$ cat src/sss_pkg.sv
// shared types and constants for the sorted set statistics block
package sss_pkg;

  localparam int SAMPLE_W = 32;
  localparam int OUT_W    = 32;
  localparam int CFG_W    = 32;
  localparam int ADDR_W   = 3;

  // quartile selector codes; zero falls back to the median
  localparam logic [1:0] QSEL_LOWER  = 2'd1;
  localparam logic [1:0] QSEL_MEDIAN = 2'd2;
  localparam logic [1:0] QSEL_UPPER  = 2'd3;

  // register index, taken from the word address bit
  localparam logic REG_QSEL = 1'b0;

  typedef struct packed {
    logic signed [SAMPLE_W-1:0] sample;
    logic                       last;
  } in_item_t;

  typedef struct packed {
    logic signed [OUT_W-1:0] minimum;
    logic signed [OUT_W-1:0] maximum;
    logic signed [OUT_W-1:0] mean_value;
    logic signed [OUT_W-1:0] quartile_value;
    logic                    empty_flag;
    logic                    overflow_flag;
  } out_item_t;

  typedef struct packed {
    logic insert;
    logic shift;
  } cell_ctrl_t;

endpackage

$ cat src/sss_cell.sv
// one cell of the sorted insertion chain
module sss_cell #(
  parameter int IDX   = 0,
  parameter int CNT_W = 7
) (
  input  logic                                clk,
  input  sss_pkg::cell_ctrl_t                 ctrl,
  input  logic [CNT_W-1:0]                    count,
  input  logic signed [sss_pkg::SAMPLE_W-1:0] sample,
  input  logic signed [sss_pkg::SAMPLE_W-1:0] left_val,
  input  logic                                left_grt,
  input  logic signed [sss_pkg::SAMPLE_W-1:0] right_val,
  output logic signed [sss_pkg::SAMPLE_W-1:0] val,
  output logic                                grt
);
  import sss_pkg::*;

  logic signed [SAMPLE_W-1:0] val_r;
  logic signed [SAMPLE_W-1:0] val_nxt;
  logic                       occ;

  // an empty cell behaves as plus infinity so the new item lands at the fill edge
  assign occ = CNT_W'(IDX) < count;
  assign grt = !occ || (val_r > sample);
  assign val = val_r;

  always_comb begin
    val_nxt = val_r;
    if (ctrl.shift) begin
      val_nxt = right_val;
    end else if (ctrl.insert && grt) begin
      val_nxt = left_grt ? left_val : sample;
    end
  end

  always_ff @(posedge clk) begin
    val_r <= val_nxt;
  end

endmodule

$ cat config.mk
export PLATFORM = sky130hd
export DESIGN_NAME = sss_cell
export DESIGN_NICKNAME = d
export VERILOG_FILES = /design/src/sss_pkg.sv /design/src/sss_cell.sv
export SDC_FILE = /design/constraint.sdc
export NUM_CORES = 1
export LEC_CHECK = 0
export ABC_AREA = 1
export BUFFER_PORTS_ARGS = -buffer_cell sky130_fd_sc_hd__clkbuf_2
export CAP_MARGIN = 20
export CORE_ASPECT_RATIO = 1.2
export CORE_MARGIN = 1
export CORE_UTILIZATION = 40
export CTS_BUF_LIST = sky130_fd_sc_hd__clkbuf_8
export DETAILED_ROUTE_END_ITERATION = 8
export PLACE_DENSITY = 0.73
export SLEW_MARGIN = 25
export SYNTH_ARGS = -nofsm -noshare
export SYNTH_HDL_FRONTEND = slang
export SYNTH_SLANG_ARGS = --single-unit
$ cat constraint.sdc
create_clock -name clk -period 3.3 [get_ports clk]
set_clock_uncertainty 0.1 [all_clocks]
set_input_delay 0.33 -clock clk [delete_from_list [all_inputs] [get_ports clk]]
set_output_delay 0.33 -clock clk [all_outputs]
set_load 0.01 [all_outputs]
==> results.py <==
metrics = {
    "timing": {
        "post-route-period-util": 0.749,
        "rsz0062_at_grt": "false",
        "whs_ns": 0.215,
        "slew_violations": 0,
        "tightest_slew_ns": 0.920,
        "finalSetupViolCount": 0,
        "finalHoldViolCount": 0,
        "layout_min_cycle_time_ns": 2.47,
        "slew_headroom": 0.387,
        "finalSetupTns_ns": 0,
        "setup_slack_ns": 0.828,
        "fmaxAchievable_ghz": 0.405,
    },
    "yosys": {
        "synth.avg_cell_area_sq_um": 8.50,
        "yosysWarnings": 0,
        "ys_seq_area_frac": 0.377,
        "netlist-cell-type-count": 22,
        "syn_area_sq_um": 2550,
        "syn_nets": 439,
        "synth-seq-cells": 32,
        "synthCells": 300,
    },
    "global_routing": {
        "grt_overflow": 0,
        "grt_util_all_layers": 0.192,
        "antenna_found_initial": 0,
        "grt_pass1_vias": 2216,
        "grt_max_degree": 63,
        "grt_first_pass_wirelength_mm": 9.78,
    },
    "route": {
        "vias": 2511,
        "antenna_left": 0,
        "first_iter_violations": 70,
        "drc": 0,
        "viasPerCell": 4.83,
        "wl_mm": 6.25,
        "wl_per_cell_microns": 12.0,
        "drtPass1Iterations": 4,
    },
    "final_layout": {
        "drive_gt1_frac": 0.370,
        "multi_input_area_sq_um": 1380,
        "largest_register_ffs": 32,
        "fin_nets": 576,
        "seqCellArea_sq_um": 961,
        "area_growth_pct": 34.8,
        "fillers": 590,
        "insertedDiodeCount": 0,
        "mostFrequentLayoutCells": "clkbuf_2 (138), nand2_1 (72), inv_1 (36), ha_1 (32), edfxtp_1 (32)",
        "final_common_cell": "clkbuf_2",
    },
    "power_and_ir_drop": {
        "pwr-share-clk": 0.280,
        "power_frac_comb": 0.310,
        "p_seq_frac": 0.410,
        "p_sw_frac": 0.303,
        "cellPowerDensity_nw_per_um2": 385,
        "power_mw": 1.32,
        "cellInternalPower_mw": 0.920,
        "irDropWorstVdd_mv": 0.184,
        "switchingPower_mw": 0.401,
        "leakage_nw": 1.77,
    },
    "clock_tree": {
        "post_cts_resized": 0,
        "h-tree-depth": 2,
        "cts_sinks": 32,
        "cts_root_buf": "clkbuf_8",
        "clk_pin_slew_ns": 0.07,
        "cts_buffers": 5,
        "post-cts-setup-buffers": 0,
        "tritoncts": "yes",
        "hold_buffers": 0,
        "clock_path_buffers": 2,
        "clk_latency_ns": 0.28,
    },
    "floorplan": {
        "fp.dieW_microns": 74.9,
        "die_h_microns": 89.4,
        "rows": 31,
        "dieArea_sq_um": 6700,
        "start_util": 0.419,
        "io_pins": 140,
        "core-area_sq_um": 6090,
    },
    "place": {
        "post-place-ws_ns": 0.765,
        "port_buffers": 139,
        "dp_hpwl_mm": 5.02,
        "gp_congestion": 0.736,
    },
    "worst_hold_path": {
        "holdPathStages": 2,
        "min_path_type": "input pin to register",
    },
    "worst_setup_path": {
        "start_kind": "register",
        "crit_required_ns": 2.87,
        "critPathMaxFanout": 4,
        "ff2ff_path_depth": 12,
        "path_class": "register to output pin",
        "critPathCaptureType": "output pin",
        "arrival_ns": 2.04,
    },
    "job": {
        "maxCapViolCount": 0,
    },
    "status": {
        "status": "finished, final reports clean",
    },
}
synth_stat cells (all sizes together):
cell,count,share of area
a21o,1,0.0029
a21oi,20,0.039
buf,2,0.0039
clkbuf,11,0.016
clkinv,1,0.0015
edfxtp,32,0.38
ha,32,0.16
inv,42,0.062
nand2,75,0.11
nand3,4,0.012
nand4,2,0.0049
nor2,13,0.020
nor3,1,0.0020
nor3b,1,0.0049
nor4,1,0.0025
o211ai,29,0.085
o21a,31,0.091
o21ai,2,0.0039
final timing paths:
check	from	end	slack [ns]
worst max-delay path	val[31]	grt	0.83
worst min-delay path	right_val[5]	val[5]	0.21
worst max register to register	val[31]	val[28]	0.84
worst min register to register	val[31]	val[23]	1.21
power by group through the flow:
stage	Clock, mW	Combinational [mW]	Sequential [mW]
2_1_floorplan	0	0.221	0.571
6_report	0.370	0.409	0.542
4_1_cts	0.379	0.416	0.543
3_3_place_gp	0	0.406	0.550
3_5_place_dp	0	0.413	0.552
5_1_grt	0.399	0.469	0.548
worst max-delay path: stages (launching register included):
cell and delay (ns):
edfxtp_1 0.40, ha_1 0.38, nand2_1 0.10, nor2_2 0.16, nand2_2 0.09, nor3b_2 0.18, nand2_1 0.08, nand3_1 0.08
nand3_2 0.09, nand2_2 0.06, clkbuf_2 0.13
logic make-up after synthesis:
logic type	Yosys count	share of synthesized area
AO/OA/AOI/OAI	83	0.223
adder cells (fa/ha/maj)	32	0.157
buffers and inverters	56	0.0835
flip-flops	32	0.377
AND/OR/NAND/NOR	97	0.160
area by class of cell:
type	count	area share
Sequential cell	32	0.280
Timing Repair Buffer	143	0.212
Inverter	43	0.0470
Clock buffer	5	0.0200
Tap cell	82	0.0299
Multi-Input combinational cell	212	0.400
Clock inverter	3	0.0109
stage by stage:
step,std cells,utilization,instance area [sq um]
floorplan,300,-,2550
global placement,512,0.546,3330
detailed placement,512,0.547,3330
CTS,520,0.564,3430
global route,520,0.564,3430
finish,520,0.564,3430
routing by layer:
metal,share of wire,up-vias,global-route usage
met5,0,-,0
met4,0.017,0,0.0652
met3,0.052,10,0.0417
met2,0.50,82,0.327
met1,0.43,1107,0.238
li1,-,1312,-
(Power assumes the default switching activity.)
