**config.mk**
```make
export PLATFORM = sky130hd
export DESIGN_NAME = sss_div
export DESIGN_NICKNAME = d
export VERILOG_FILES = /design/src/sss_pkg.sv /design/src/sss_div.sv
export SDC_FILE = /design/constraint.sdc
export NUM_CORES = 1
export LEC_CHECK = 0
export BUFFER_PORTS_ARGS = -buffer_cell sky130_fd_sc_hd__buf_2
export CAP_MARGIN = 25
export CORE_MARGIN = 2
export CORE_UTILIZATION = 30
export DETAILED_ROUTE_END_ITERATION = 8
export MAX_ROUTING_LAYER = met4
export SYNTH_ARGS = -nofsm -noshare
export SYNTH_HDL_FRONTEND = slang
export SYNTH_SLANG_ARGS = --single-unit
```
**constraint.sdc**
```tcl
create_clock -name clk -period 6.35 [get_ports clk]
set_input_delay 0.3175 -clock clk [delete_from_list [all_inputs] [get_ports clk]]
set_output_delay 0.3175 -clock clk [all_outputs]
set_load 0.03 [all_outputs]
```
**src/sss_pkg.sv**
```systemverilog
// shared types and constants for the sorted set statistics block
package sss_pkg;

  localparam int SAMPLE_W = 32;
  localparam int OUT_W    = 32;
  localparam int CFG_W    = 32;
  localparam int ADDR_W   = 3;

  // quartile selector codes; zero falls back to the median
  localparam logic [1:0] QSEL_LOWER  = 2'd1;
  localparam logic [1:0] QSEL_MEDIAN = 2'd2;
  localparam logic [1:0] QSEL_UPPER  = 2'd3;

  // register index, taken from the word address bit
  localparam logic REG_QSEL = 1'b0;

  typedef struct packed {
    logic signed [SAMPLE_W-1:0] sample;
    logic                       last;
  } in_item_t;

  typedef struct packed {
    logic signed [OUT_W-1:0] minimum;
    logic signed [OUT_W-1:0] maximum;
    logic signed [OUT_W-1:0] mean_value;
    logic signed [OUT_W-1:0] quartile_value;
    logic                    empty_flag;
    logic                    overflow_flag;
  } out_item_t;

  typedef struct packed {
    logic insert;
    logic shift;
  } cell_ctrl_t;

endpackage

```
**src/sss_div.sv**
```systemverilog
// restoring divider for the mean, one quotient bit a cycle, truncating toward zero
module sss_div #(
  parameter int SUM_W = 38,
  parameter int CNT_W = 7
) (
  input  logic                    clk,
  input  logic                    rst_n,
  input  logic                    start,
  input  logic signed [SUM_W-1:0] dividend,
  input  logic [CNT_W-1:0]        divisor,
  output logic signed [SUM_W-1:0] quot,
  output logic                    done
);
  import sss_pkg::*;

  localparam int STEP_W = (SUM_W > 1) ? $clog2(SUM_W) : 1;

  logic              run_r, done_r, neg_r;
  logic [STEP_W-1:0] step_r;
  logic [SUM_W-1:0]  acc_r;
  logic [CNT_W:0]    rem_r;
  logic [CNT_W-1:0]  dvs_r;
  logic [CNT_W:0]    trial;
  logic              take;

  assign trial = {rem_r[CNT_W-1:0], acc_r[SUM_W-1]};
  assign take  = trial >= {1'b0, dvs_r};

  always_ff @(posedge clk) begin
    if (!rst_n) begin
      run_r  <= 1'b0;
      done_r <= 1'b0;
      step_r <= '0;
    end else if (start) begin
      run_r  <= 1'b1;
      done_r <= 1'b0;
      step_r <= '0;
    end else if (run_r) begin
      step_r <= step_r + 1'b1;
      if (step_r == STEP_W'(SUM_W - 1)) begin
        run_r  <= 1'b0;
        done_r <= 1'b1;
      end
    end
  end

  always_ff @(posedge clk) begin
    if (start) begin
      acc_r <= dividend[SUM_W-1] ? -dividend : dividend;
      neg_r <= dividend[SUM_W-1];
      rem_r <= '0;
      dvs_r <= divisor;
    end else if (run_r) begin
      acc_r <= {acc_r[SUM_W-2:0], take};
      rem_r <= take ? (trial - {1'b0, dvs_r}) : trial;
    end
  end

  assign quot = neg_r ? -$signed(acc_r) : $signed(acc_r);
  assign done = done_r;

endmodule

```
==> flow_metrics.env <==
export IMPL_status="completed"
export IMPL_swShare_pct=34.35
export IMPL_leakage_uw=0.001942
export IMPL_netlist_area_um2=4539
export IMPL_synth_top_cells_by_area="edfxtp_1 30%, xnor2_1 8.3%, dfxtp_1 6.6%"
export IMPL_cts_tree="built"
export IMPL_power_frac_clock_pct=32.0
export IMPL_vias=4198
export IMPL_cp_max_fo=5
export IMPL_dieArea_um2=16130
export IMPL_overflow=0
export IMPL_clock_skew_ns=0.005501
export IMPL_cts_setup_buffers=0
export IMPL_worst_hold_slack_ns=0.1612
export IMPL_port_buffer_count=86
export IMPL_synth_avg_cell_area_um2=8.797
export IMPL_fp_dieW_um=127.0
export IMPL_grt_max_degree=100
export IMPL_yosysWarningCount=0
export IMPL_holdCritPathClass="in2reg"
export IMPL_clock_latency_ns=0.33
export IMPL_internal_power_uw=886.2
export IMPL_num_fill_cells=1510
export IMPL_synth_edff_count=46
export IMPL_synth_ff_latch_count=61
export IMPL_gp_congestion=0.8990
export IMPL_route_detailed_drc=0
export IMPL_synth_cell_types=55
export IMPL_async_flop_share_pct=0
export IMPL_ctsHtreeMaxLevel=3
export IMPL_p_comb_share_pct=29.1
export IMPL_worst_pin_slew_ns=0.9680
export IMPL_yosysSeqAreaShare_pct=37.05
export IMPL_grtUsageTotal_pct=16.28
export IMPL_initial_utilization_pct=31.00
export IMPL_ys_flop_type="edfxtp_1"
export IMPL_ir_drop_v=0.0001165
export IMPL_row_count=44
export IMPL_grt_pass1_wl_mm=20.33
export IMPL_crit_path_start_kind="flip-flop"
export IMPL_timing_setup_tns_ns=0
export IMPL_slew_viol_final=0
export IMPL_seqPwrFrac_pct=38.9
export IMPL_rsz0062_at_grt="no"
export IMPL_pre_cts_slack_ns=3.371
export IMPL_hold_viol_final=0
export IMPL_ctsHoldBuffers=0
export IMPL_p_per_area_nw_per_um2=250.3
export IMPL_synth_nets=576
export IMPL_drt_initial_drc_count=359
export IMPL_drive_above_1_share_pct=18.86
export IMPL_fp_dieH_um=127.0
export IMPL_dr_pass1_iters=5
export IMPL_synth_top_cell_area_share_pct=30.43
export IMPL_antenna_found_initial=3
export IMPL_slowest_delay_ns=0.61
export IMPL_worst_slack_ns=3.005
export IMPL_relSlewSlack_pct=35.47
export IMPL_area_growth_syn_to_layout_pct=18.80
export IMPL_critPathRequiredTime_ns=6.03
export IMPL_numCtsBuffers=9
export IMPL_post_cts_resized=0
export IMPL_fmax_mhz=299.0
export IMPL_synth_top_cell_by_area="edfxtp_1"
export IMPL_grt_pass1_vias=4010
export IMPL_worstPathCellList="or4_1, nor4_2, nand4_1, o41ai_1, xnor2_1, buf_2"
export IMPL_nets=649
export IMPL_synth_cells=516
export IMPL_period_needed_ns=3.345
export IMPL_end_kind="output pin"
export IMPL_clk_path_buf_depth=2
export IMPL_period_share_pct=52.67
export IMPL_setup_violations=0
export IMPL_p_switching_uw=463.6
export IMPL_cts_root_buf="clkbuf_16"
export IMPL_path_class="reg2out"
export IMPL_layout_cells_non_filler=781
export IMPL_drtAntennaViolNets=0
export IMPL_core_area_um2=14640
export IMPL_wl_mm=12.63
export IMPL_numClockSinks=61
export IMPL_clk_pin_slew_ns=0.05
export IMPL_placed_cells=761
export IMPL_wire_per_inst_um=16.17
export IMPL_crit_arrival_ns=3.03
export IMPL_cap_violations=0
export IMPL_ios=87
export IMPL_slowest_stage="or4_1"
export IMPL_place_hpwl_mm=9.231
export IMPL_routed_via_density=5.375
[through the flow]
| stage | cell area (µm²) | utilization, % | power (µW) |
|---|---|---|---|
| CTS | 5358 | 36.59 | 1358 |
| global route | 5393 | 36.83 | 1419 |
| floorplan | 4539 | - | 800.7 |
| detailed placement | 5106 | 34.87 | 921.1 |
| global placement | 5106 | 34.87 | 913.6 |
| finish | 5393 | 36.83 | 1350 |
[cells in the final DEF (no fill, tap or decap), types with 9 or more instances in the layout]
cell and count:
xor2_1 29, o41ai_1 17, a21oi_1 37, o31ai_1 20, nor2_1 55, o21ai_0 27
nand2_1 31, or4_1 12, clkbuf_16 9, dfxtp_1 15, nand3_1 16, nor3_1 12
xnor2_1 43, nor2b_1 10, inv_1 23, edfxtp_1 46, buf_2 86, ha_1 11
[state kept, by name, summed over array words and instances (netlist names)]
signal and count:
rem_r 7, run_r 1, step_r 6, acc_r 38
done 1, dvs_r 7, neg_r 1
[Yosys cell counts (3+ instances only)]
| cell | number |
|---|---|
| xnor2_1 | 43 |
| clkbuf_1 | 23 |
| or3b_2 | 3 |
| o31ai_1 | 20 |
| nand4b_1 | 3 |
| a31oi_1 | 5 |
| o311ai_0 | 3 |
| edfxtp_1 | 46 |
| nor4_1 | 8 |
| nand2b_1 | 4 |
| o21ai_0 | 27 |
| or3_1 | 8 |
| nor2b_1 | 10 |
| or2_2 | 6 |
| a311oi_1 | 6 |
| o41ai_1 | 17 |
| inv_1 | 23 |
| nor3_1 | 12 |
| nand2_1 | 31 |
| nor2_1 | 55 |
| a21oi_1 | 37 |
| xor2_1 | 29 |
| nand3_1 | 16 |
| nand4_1 | 8 |
| or4_1 | 12 |
| dfxtp_1 | 15 |
| ha_1 | 11 |
[path summary, 6_finish.rpt]
| kind | to | startpoint | slack [ns] | depth (start not counted) |
|---|---|---|---|---|
| hold / removal | dvs_r[0] | divisor[0] | 0.16 | 1 |
| setup / recovery | quot[35] | acc_r[12] | 3.01 | 6 |
| hold reg to reg | done | done | 0.47 | 2 |
| setup reg to reg | rem_r[2] | acc_r[37] | 3.87 | 8 |
[power groups by stage]
stage               Clock, µW  Sequential (µW)  Combinational, µW
floorplan                   0              515                286
global placement            0              533                381
detailed placement          0              535                386
CTS                       441              528                388
global route              457              532                430
finish                    432              525                393
[per-layer routing]
metal	part of all wire [%]	up-vias	global-route usage (%)
li1	-	2078	-
met1	47	1938	21.29
met2	44	151	24.10
met3	5.7	31	3.643
met4	3.2	0	7.434
met5	0	-	-
[area by class of cell]
class                   instances  area, µm²  area share (%)
well taps                     184      230.2           4.269
inverters                      24      90.09           1.671
diodes                          3      7.507          0.1392
multi-input cells             405       2666           49.44
flip-flops and latches         61       1682           31.18
clock buffers                  16      251.5           4.664
repair buffers                 88      465.4           8.631
[cell families after synthesis]
logic type | after synthesis | share of synthesized area, %
and+or+nand+nor | 189 | 21.83
AOI/OAI and AO/OA | 130 | 18.99
xor gates and xnor gates | 72 | 13.89
DFF | 61 | 37.05
buffers and inverters | 50 | 4.217
adders and majority gates | 12 | 3.473
muxes | 2 | 0.5512
[worst max-delay path, delay by kind of cell (launching register included)]
family | cells | cell delay (ns)
xor gates and xnor gates | 1 | 0.16
and+or+nand+nor | 3 | 1.46
AOI/OAI and AO/OA | 1 | 0.41
buffers and inverters | 1 | 0.22
DFF | 1 | 0.44
Note: power is estimated with default switching activity, not from simulation.
